**config.mk**
```make
export PLATFORM = sky130hd
export DESIGN_NAME = xwr_core
export DESIGN_NICKNAME = d
export VERILOG_FILES = /design/src/rtl/xwr_pkg.sv /design/src/rtl/xwr_core.sv
export SDC_FILE = /design/constraint.sdc
export NUM_CORES = 1
export LEC_CHECK = 0
export BUFFER_PORTS_ARGS = -buffer_cell sky130_fd_sc_hd__clkbuf_2
export CAP_MARGIN = 15
export CORE_UTILIZATION = 50
export DETAILED_ROUTE_END_ITERATION = 8
export GPL_TIMING_DRIVEN = 1
export PLACE_DENSITY = 0.81
export SYNTH_ARGS = -nofsm -noshare
export SYNTH_HDL_FRONTEND = slang
export SYNTH_SLANG_ARGS = --single-unit
export TNS_END_PERCENT = 20
```
**constraint.sdc**
```tcl
create_clock -name i_clk -period 5.95 [get_ports i_clk]
set_clock_uncertainty 0.05 [all_clocks]
set_input_delay 0.2975 -clock i_clk [delete_from_list [all_inputs] [get_ports i_clk]]
set_output_delay 0.2975 -clock i_clk [all_outputs]
set_load 0.01 [all_outputs]
```
**src/rtl/xwr_pkg.sv**
```systemverilog
// Shared types, constants and functions of the xorshift/Weyl generator.
// No dependencies.
`default_nettype none

package xwr_pkg;

    localparam int C_RING_WORDS      = 64;
    localparam int C_IDX_W           = $clog2(C_RING_WORDS);
    localparam int C_WORD_W          = 64;
    localparam int C_LAG             = 53;
    localparam int C_TAP_OFS         = C_RING_WORDS - C_LAG;
    localparam int C_SHIFT_A         = 33;
    localparam int C_SHIFT_B         = 26;
    localparam int C_SHIFT_C         = 27;
    localparam int C_SHIFT_D         = 29;
    localparam int C_SCRAMBLE_ROUNDS = 64;
    localparam int C_DISCARD_STEPS   = 4 * C_RING_WORDS;
    localparam int C_CNT_W           = $clog2(C_DISCARD_STEPS + 1);

    localparam logic [C_WORD_W-1:0] C_WEYL_STEP = 64'h61c8_8646_80b5_83eb;

    localparam logic [C_CNT_W-1:0] C_CNT_SCR_LAST  = C_CNT_W'(C_SCRAMBLE_ROUNDS - 1);
    localparam logic [C_CNT_W-1:0] C_CNT_FILL_LAST = C_CNT_W'(C_RING_WORDS);
    localparam logic [C_CNT_W-1:0] C_CNT_DISC_LAST = C_CNT_W'(C_DISCARD_STEPS - 1);
    localparam logic [C_IDX_W-1:0] C_TAP_OFS_IDX   = C_IDX_W'(C_TAP_OFS);

    typedef logic [C_WORD_W-1:0] t_word;
    typedef logic [C_IDX_W-1:0]  t_idx;

    typedef enum logic [2:0] {
        S_IDLE,
        S_SCRAMBLE,
        S_FILL,
        S_DISCARD,
        S_DRAW,
        S_WB,
        S_DONE
    } t_state;

    // One cycle of ring memory access: one write port, two read ports.
    typedef struct packed {
        logic  we;
        t_idx  waddr;
        t_word wdata;
        t_idx  raddr_a;
        t_idx  raddr_b;
    } t_ram_req;

    function automatic t_word f_scramble(input t_word v);
        t_word x;
        x = v ^ (v << 7);
        x = x ^ (x >> 9);
        return x;
    endfunction

    // New ring word from the current word and the lagged word.
    function automatic t_word f_advance(input t_word cur, input t_word lag);
        t_word t;
        t_word v;
        t = cur ^ (cur << C_SHIFT_A);
        t = t ^ (t >> C_SHIFT_B);
        v = lag ^ (lag << C_SHIFT_C);
        v = v ^ t ^ (v >> C_SHIFT_D);
        return v;
    endfunction

endpackage

`default_nettype wire

```
**src/rtl/xwr_core.sv**
```systemverilog
// Sequencer and datapath: reseed, ring fill, discard steps and draws.
// Depends on xwr_pkg; drives the ring memory through a t_ram_req.
`default_nettype none

module xwr_core
    import xwr_pkg::*;
(
    input  wire logic  i_clk,
    input  wire logic  i_rst_n,
    input  wire logic  i_start,
    input  wire t_word i_seed,
    output logic       o_idle,
    output logic       o_res_valid,
    output t_word      o_res_value,
    input  wire logic  i_res_ready,
    output t_ram_req   o_ram_req,
    input  wire t_word i_rd_a,
    input  wire t_word i_rd_b
);

    t_state              r_state, n_state;
    logic [C_CNT_W-1:0]  r_cnt, n_cnt;
    t_idx                r_idx, n_idx;
    t_idx                r_wr_idx;
    logic                r_adv_v;
    logic                r_seeded, n_seeded;
    t_word               r_v, n_v;
    t_word               r_weyl, n_weyl;
    t_word               r_word, n_word;

    logic  issue;
    t_idx  idx_next;
    t_word adv_word;
    logic  need_reseed;

    assign idx_next    = r_idx + 1'b1;
    assign adv_word    = f_advance(i_rd_a, i_rd_b);
    assign need_reseed = !r_seeded || (i_seed != '0);

    // Next state.
    always_comb begin
        n_state = r_state;
        case (r_state)
            S_IDLE: begin
                if (i_start) begin
                    n_state = need_reseed ? S_SCRAMBLE : S_DRAW;
                end
            end
            S_SCRAMBLE: begin
                if (r_cnt == C_CNT_SCR_LAST) n_state = S_FILL;
            end
            S_FILL: begin
                if (r_cnt == C_CNT_FILL_LAST) n_state = S_DISCARD;
            end
            S_DISCARD: begin
                if (r_cnt == C_CNT_DISC_LAST) n_state = S_DRAW;
            end
            S_DRAW:  n_state = S_WB;
            S_WB:    n_state = S_DONE;
            S_DONE: begin
                if (i_res_ready) n_state = S_IDLE;
            end
            default: n_state = S_IDLE;
        endcase
    end

    // Outputs and memory control.
    always_comb begin
        o_idle      = 1'b0;
        o_res_valid = 1'b0;
        issue       = 1'b0;
        o_ram_req   = '{we: 1'b0, waddr: r_wr_idx, wdata: adv_word,
                        raddr_a: idx_next, raddr_b: idx_next + C_TAP_OFS_IDX};
        case (r_state)
            S_IDLE:    o_idle = 1'b1;
            S_FILL: begin
                // Count zero only loads the pipeline; word k is written at count k+1.
                if (r_cnt != '0) begin
                    o_ram_req.we    = 1'b1;
                    o_ram_req.waddr = C_IDX_W'(r_cnt - 1'b1);
                    o_ram_req.wdata = r_v + r_weyl;
                end
            end
            S_DISCARD: issue = 1'b1;
            S_DRAW:    issue = 1'b1;
            S_DONE:    o_res_valid = 1'b1;
            default: begin
            end
        endcase
        if (r_adv_v) begin
            o_ram_req.we = 1'b1;
        end
    end

    assign o_res_value = r_word + r_weyl;

    // Datapath next values.
    always_comb begin
        n_cnt    = r_cnt;
        n_idx    = r_idx;
        n_v      = r_v;
        n_weyl   = r_weyl;
        n_word   = r_word;
        n_seeded = r_seeded;
        case (r_state)
            S_IDLE: begin
                n_cnt = '0;
                n_v   = (i_seed != '0) ? i_seed : ~i_seed;
            end
            S_SCRAMBLE: begin
                n_v = f_scramble(r_v);
                if (r_cnt == C_CNT_SCR_LAST) begin
                    n_weyl = f_scramble(r_v);
                    n_cnt  = '0;
                end else begin
                    n_cnt = r_cnt + 1'b1;
                end
            end
            S_FILL: begin
                if (r_cnt == C_CNT_FILL_LAST) begin
                    n_cnt    = '0;
                    n_idx    = '1;
                    n_seeded = 1'b1;
                end else begin
                    n_v    = f_scramble(r_v);
                    n_weyl = r_weyl + C_WEYL_STEP;
                    n_cnt  = r_cnt + 1'b1;
                end
            end
            S_DISCARD: begin
                n_idx = idx_next;
                n_cnt = r_cnt + 1'b1;
            end
            S_DRAW: n_idx = idx_next;
            S_WB: begin
                n_word = adv_word;
                n_weyl = r_weyl + C_WEYL_STEP;
            end
            default: begin
            end
        endcase
    end

    always_ff @(posedge i_clk) begin
        if (!i_rst_n) begin
            r_state  <= S_IDLE;
            r_cnt    <= '0;
            r_idx    <= '0;
            r_adv_v  <= 1'b0;
            r_seeded <= 1'b0;
            r_weyl   <= '0;
        end else begin
            r_state  <= n_state;
            r_cnt    <= n_cnt;
            r_idx    <= n_idx;
            r_adv_v  <= issue;
            r_seeded <= n_seeded;
            r_weyl   <= n_weyl;
        end
    end

    always_ff @(posedge i_clk) begin
        r_v      <= n_v;
        r_word   <= n_word;
        r_wr_idx <= idx_next;
    end

endmodule

`default_nettype wire

```
After elaboration in Yosys (flattened, before gate mapping)

Cells that the tools add are included.
Widths: inputs -> output; s select.

Mux-type cells: 24
Add/subtract/negate cells: 7
Eq/ne operators: 15
Reduce and logical (&&, ||, !) cells: 15
Bitwise gates (word level): 8

Operators by type and width:

| operator               | count |
|---|---|
| $pmux 64 s3            | 2 |
| $mux 64                | 4 |
| $xor 64x64->64         | 4 |
| $mux 71                | 2 |
| $add 64x64->64         | 2 |
| $add 64x63->64 const B | 1 |
| $not 64->64            | 1 |
| $reduce_bool 64->1     | 1 |
| $xor 64x35->64         | 1 |
| $xor 64x38->64         | 1 |
| $xor 64x55->64         | 1 |
| $pmux 9 s4             | 1 |
| $pmux 3 s7             | 1 |
| $mux 3                 | 6 |
| $mux 9                 | 2 |
| $ne 2x2->1 const B     | 6 |
| $pmux 6 s2             | 1 |
| $add 9x1->9 const B    | 1 |
| $eq 3x3->1 const B     | 3 |
| $eq 9x6->1 const B     | 1 |
| $eq 9x7->1 const B     | 1 |
| $eq 9x8->1 const B     | 1 |
| $reduce_bool 9->1      | 1 |
| $add 6x1->6 const B    | 1 |
| 16 further kinds       | 23 |

Bits of input ports: 196
Register bits after elaboration: 218
Output and inout bits: 149

Logic depth before layout (Yosys ltp)

Word-level depth: 7
Depth in mapped cells: 14

Worst setup path before layout

OpenSTA, ideal clock, no wires.

Kind: reg2reg
From: register r_cnt[0]
To: register r_v[0], enable pin
Period minus slack after synthesis: 4599 ps
Path buffers: 0
Cell stages (with the launch flop): 7
Path slack: 1351 ps
Arrival time: 4056 ps
Path through: dfxtp_1 inv_1 ha_1 nor3b_1 and3_1 o21ai_0 nor2b_1

Longest elaborated chain between the ends: 3

Ends and longest elaborated chain:

| what                              | line            | RTL |
|---|---|---|
| from (decl)                       | xwr_core.sv:22  | `logic [C_CNT_W-1:0] r_cnt, n_cnt;` |
| from (signal assigned)            | xwr_core.sv:154 | `r_cnt <= n_cnt;` |
| $eq 9x7->1                        | xwr_core.sv:120 | `if (r_cnt == C_CNT_FILL_LAST) begin` |
| $ne 2x2->1 (no source line)       | -               |  |
| $reduce_and 2->1 (no source line) | -               |  |
| to (signal assigned)              | xwr_core.sv:163 | `r_v <= n_v;` |
| to (decl)                         | xwr_core.sv:27  | `t_word r_v, n_v;` |

No other way between the ends.
A chain may end at the register's enable or synchronous reset.

==> flow_metrics.env <==
export IMPL_status="complete, but fails checks"
export IMPL_violations="design-rule violations"
export IMPL_crit_fanout=6
export IMPL_cts_root_buf="clkbuf_16"
export IMPL_grt_pass1_vias=20664
export IMPL_place_congestion=1.03
export IMPL_hold_path_class="input pin to flop"
export IMPL_cp_slowest_stage_delay_ns=0.99
export IMPL_synth_area_um2=21000
export IMPL_clock_tree_buffer_depth=3
export IMPL_required_ns=5.60
export IMPL_rows=74
export IMPL_slew_viol_final=0
export IMPL_crit_chain="ha_1 > fa_1 > a21oi_1 > nor2b_1 > a31oi_1 > o311ai_0 > a21oi_1 > nor2_1 > a211oi_1 > nand3b_1 > nor4b_1 > o41ai_1 > clkbuf_2"
export IMPL_final_setup_tns_ns=0
export IMPL_synth_common_cells="xnor2_1, o21ai_0, a21oi_1"
export IMPL_endpoint_kind="output port"
export IMPL_seqPwrFrac_pct=22.1
export IMPL_rsz0062_at_grt="false"
export IMPL_cts_htree_levels=1
export IMPL_crit_type="flop to output port"
export IMPL_synth_seq_cells=218
export IMPL_min_period_ns=5.24
export IMPL_synth_most_common_cell="xnor2_1"
export IMPL_fp_dieH_um=207
export IMPL_total_power_mw=13.9
export IMPL_ff_latch_area_um2=5650
export IMPL_crit_path_start_kind="flop"
export IMPL_ctsResizeCount=0
export IMPL_ys_warn_count=0
export IMPL_grt_usage_pct=36.2
export IMPL_leakage_nw=9.83
export IMPL_synth_area_leader_cell="edfxtp_1"
export IMPL_first_iter_violations=2440
export IMPL_wl_per_cell_um=23.4
export IMPL_fin_nets=3214
export IMPL_clk_latency_ns=0.56
export IMPL_die_x_um=207
export IMPL_synth_enable_flop_cells=128
export IMPL_synth_top_area_share_pct=18.3
export IMPL_die_area_um2=42900
export IMPL_ys_types=93
export IMPL_synth_nets=2955
export IMPL_ys_flop_type="edfxtp_1"
export IMPL_cts_hold_buf=0
export IMPL_slowest_stage="o311ai_0"
export IMPL_routed_via_density=6.36
export IMPL_min_period_over_period_pct=88.1
export IMPL_synth_top_cells_by_area="edfxtp_1, xnor2_1, dfxtp_1"
export IMPL_vias=21859
export IMPL_nFillCells=3813
export IMPL_multi_input_area_um2=14700
export IMPL_peakVddDrop_uv=328
export IMPL_drt_total_wl_mm=80.5
export IMPL_arrival_ns=4.89
export IMPL_p_comb_share_pct=65.6
export IMPL_core_area_um2=41100
export IMPL_post_cts_repair_setup_buffers=0
export IMPL_grt_overflow_total=0
export IMPL_clock_power_share_pct=12.3
export IMPL_intPower_mw=6.59
export IMPL_start_util_pct=51.1
export IMPL_tightest_slew_ns=1.12
export IMPL_crit_path_frequent_cell="a21oi_1"
export IMPL_setup_viol=0
export IMPL_antenna_cells=0
export IMPL_relSlewSlack_pct=24.4
export IMPL_hold_viol=0
export IMPL_cts_buffers=28
export IMPL_p_sw_share_pct=52.4
export IMPL_max_cap_viol_count=0
export IMPL_dp_hpwl_mm=64.5
export IMPL_grt_pass1_wl_mm=122
export IMPL_drt_pass1_iter_count=9
export IMPL_avgSynthCellArea_um2=8.01
export IMPL_syn_inst=2626
export IMPL_antenna_found_initial=0
export IMPL_p_switching_mw=7.26
export IMPL_max_freq_mhz=191
export IMPL_portBuffers=344
export IMPL_drc_errors=19
export IMPL_grt_max_degree=78
export IMPL_tritoncts="done"
export IMPL_drive_above_1_share_pct=16.0
export IMPL_synth_seq_area_share_pct=26.9
export IMPL_clk_pin_slew_worst_paths_ns=0.06
export IMPL_syn_to_final_growth_pct=14.2
export IMPL_async_flop_share_pct=0
export IMPL_power_density_nw_per_um2=577
export IMPL_cts_sinks=218
export IMPL_pin_count=345
export IMPL_antenna_left=0
-- critical path, delay by kind of cell, from the launching register on --
family                   cells  cell delay (ns)
AO/OA/AOI/OAI                6             2.27
AND/OR/NAND/NOR              4             0.90
adder cells (fa/ha/maj)      2             0.49
flip-flops                   1             0.44
buffers and inverters        1             0.22
-- placed cells by master (no fill, tap or decap), types with 19 or more instances in the layout --
cell / Yosys / final
xor2_1: 95 / 95
nand4_1: 42 / 42
a31oi_1: 27 / 27
edfxtp_1: 128 / 128
o21ai_0: 322 / 321
and3_1: 24 / 24
nand2b_1: 20 / 19
xnor2_1: 355 / 355
o21bai_1: 31 / 30
nand3_1: 45 / 45
nor2b_1: 27 / 26
a21o_1: 67 / 67
nor4_1: 32 / 31
clkbuf_2: 2 / 344
nor3_1: 50 / 50
nor2_1: 222 / 220
a211oi_1: 20 / 20
inv_1: 55 / 54
clkbuf_16: 0 / 29
nand2_1: 204 / 204
dfxtp_1: 90 / 90
ha_1: 131 / 131
a21oi_1: 268 / 267
-- per-stage QoR --
step | cells | instance area (um^2) | setup slack, ns | utilization, % | hold slack [ns]
finish | 3439 | 24000 | 0.710 | 58.4 | 0.0246
global route | 3439 | 24000 | 0.614 | 58.4 | 0.0498
CTS | 3439 | 24000 | 0.848 | 58.4 | 0.000447
detailed placement | 3387 | 23100 | 1.48 | 56.2 | 0.416
global placement | 3387 | 23100 | 1.57 | 56.2 | 0.404
floorplan | 2626 | 21000 | 1.35 | - | 0.386
-- path summary, 6_finish.rpt --
check                           startpoint       endpoint  slack [ns]  cells past startpoint
worst min register to register    r_seeded       r_seeded        0.43                      2
worst min-delay path            i_seed[60]        r_v[60]        0.02                      3
worst max-delay path             r_weyl[0]  o_ram_req[72]        0.71                     13
worst max register to register   r_weyl[1]     r_weyl[58]        2.45                     11
-- power by group through the flow --
stage	clock network (mW)	logic [mW]	registers (mW)
6_report	1.70	9.09	3.07
5_1_grt	1.76	9.78	3.08
4_1_cts	1.71	8.87	3.01
3_5_place_dp	0	8.79	3.04
3_3_place_gp	0	8.72	3.01
2_1_floorplan	0	6.34	2.62
-- logic make-up after synthesis --
group | count (synthesis) | synth area share (%)
DFF | 218 | 26.9
AOI/OAI and AO/OA | 903 | 26.2
buffers and inverters | 185 | 3.45
xor gates and xnor gates | 450 | 18.7
muxes | 13 | 0.625
and+or+nand+nor | 724 | 16.2
adders and majority gates | 133 | 7.99
-- layer usage --
metal	share of wire (%)	wire, um	track usage [%]
met2	43	34900	56.1
met1	42	34000	49.7
met5	0	0	0
met4	5.2	4190	16.9
met3	9.2	7380	5.20
-- cell type report --
cell class | count | area share, %
clock buffers | 40 | 3.38
clock inverters | 12 | 0.438
multi-input cells | 2223 | 61.3
repair buffers | 359 | 7.69
flip-flops and latches | 218 | 23.5
well taps | 532 | 2.77
inverters | 55 | 0.860
-- sequential cells by signal (all words and copies together) (netlist names) --
| signal | cells |
|---|---|
| r_word | 64 |
| r_adv_v | 1 |
| r_v | 64 |
| r_wr_idx | 6 |
| r_state | 3 |
| r_weyl | 64 |
| r_seeded | 1 |
| r_idx | 6 |
| r_cnt | 9 |
Power figures use the tool's default switching activity.
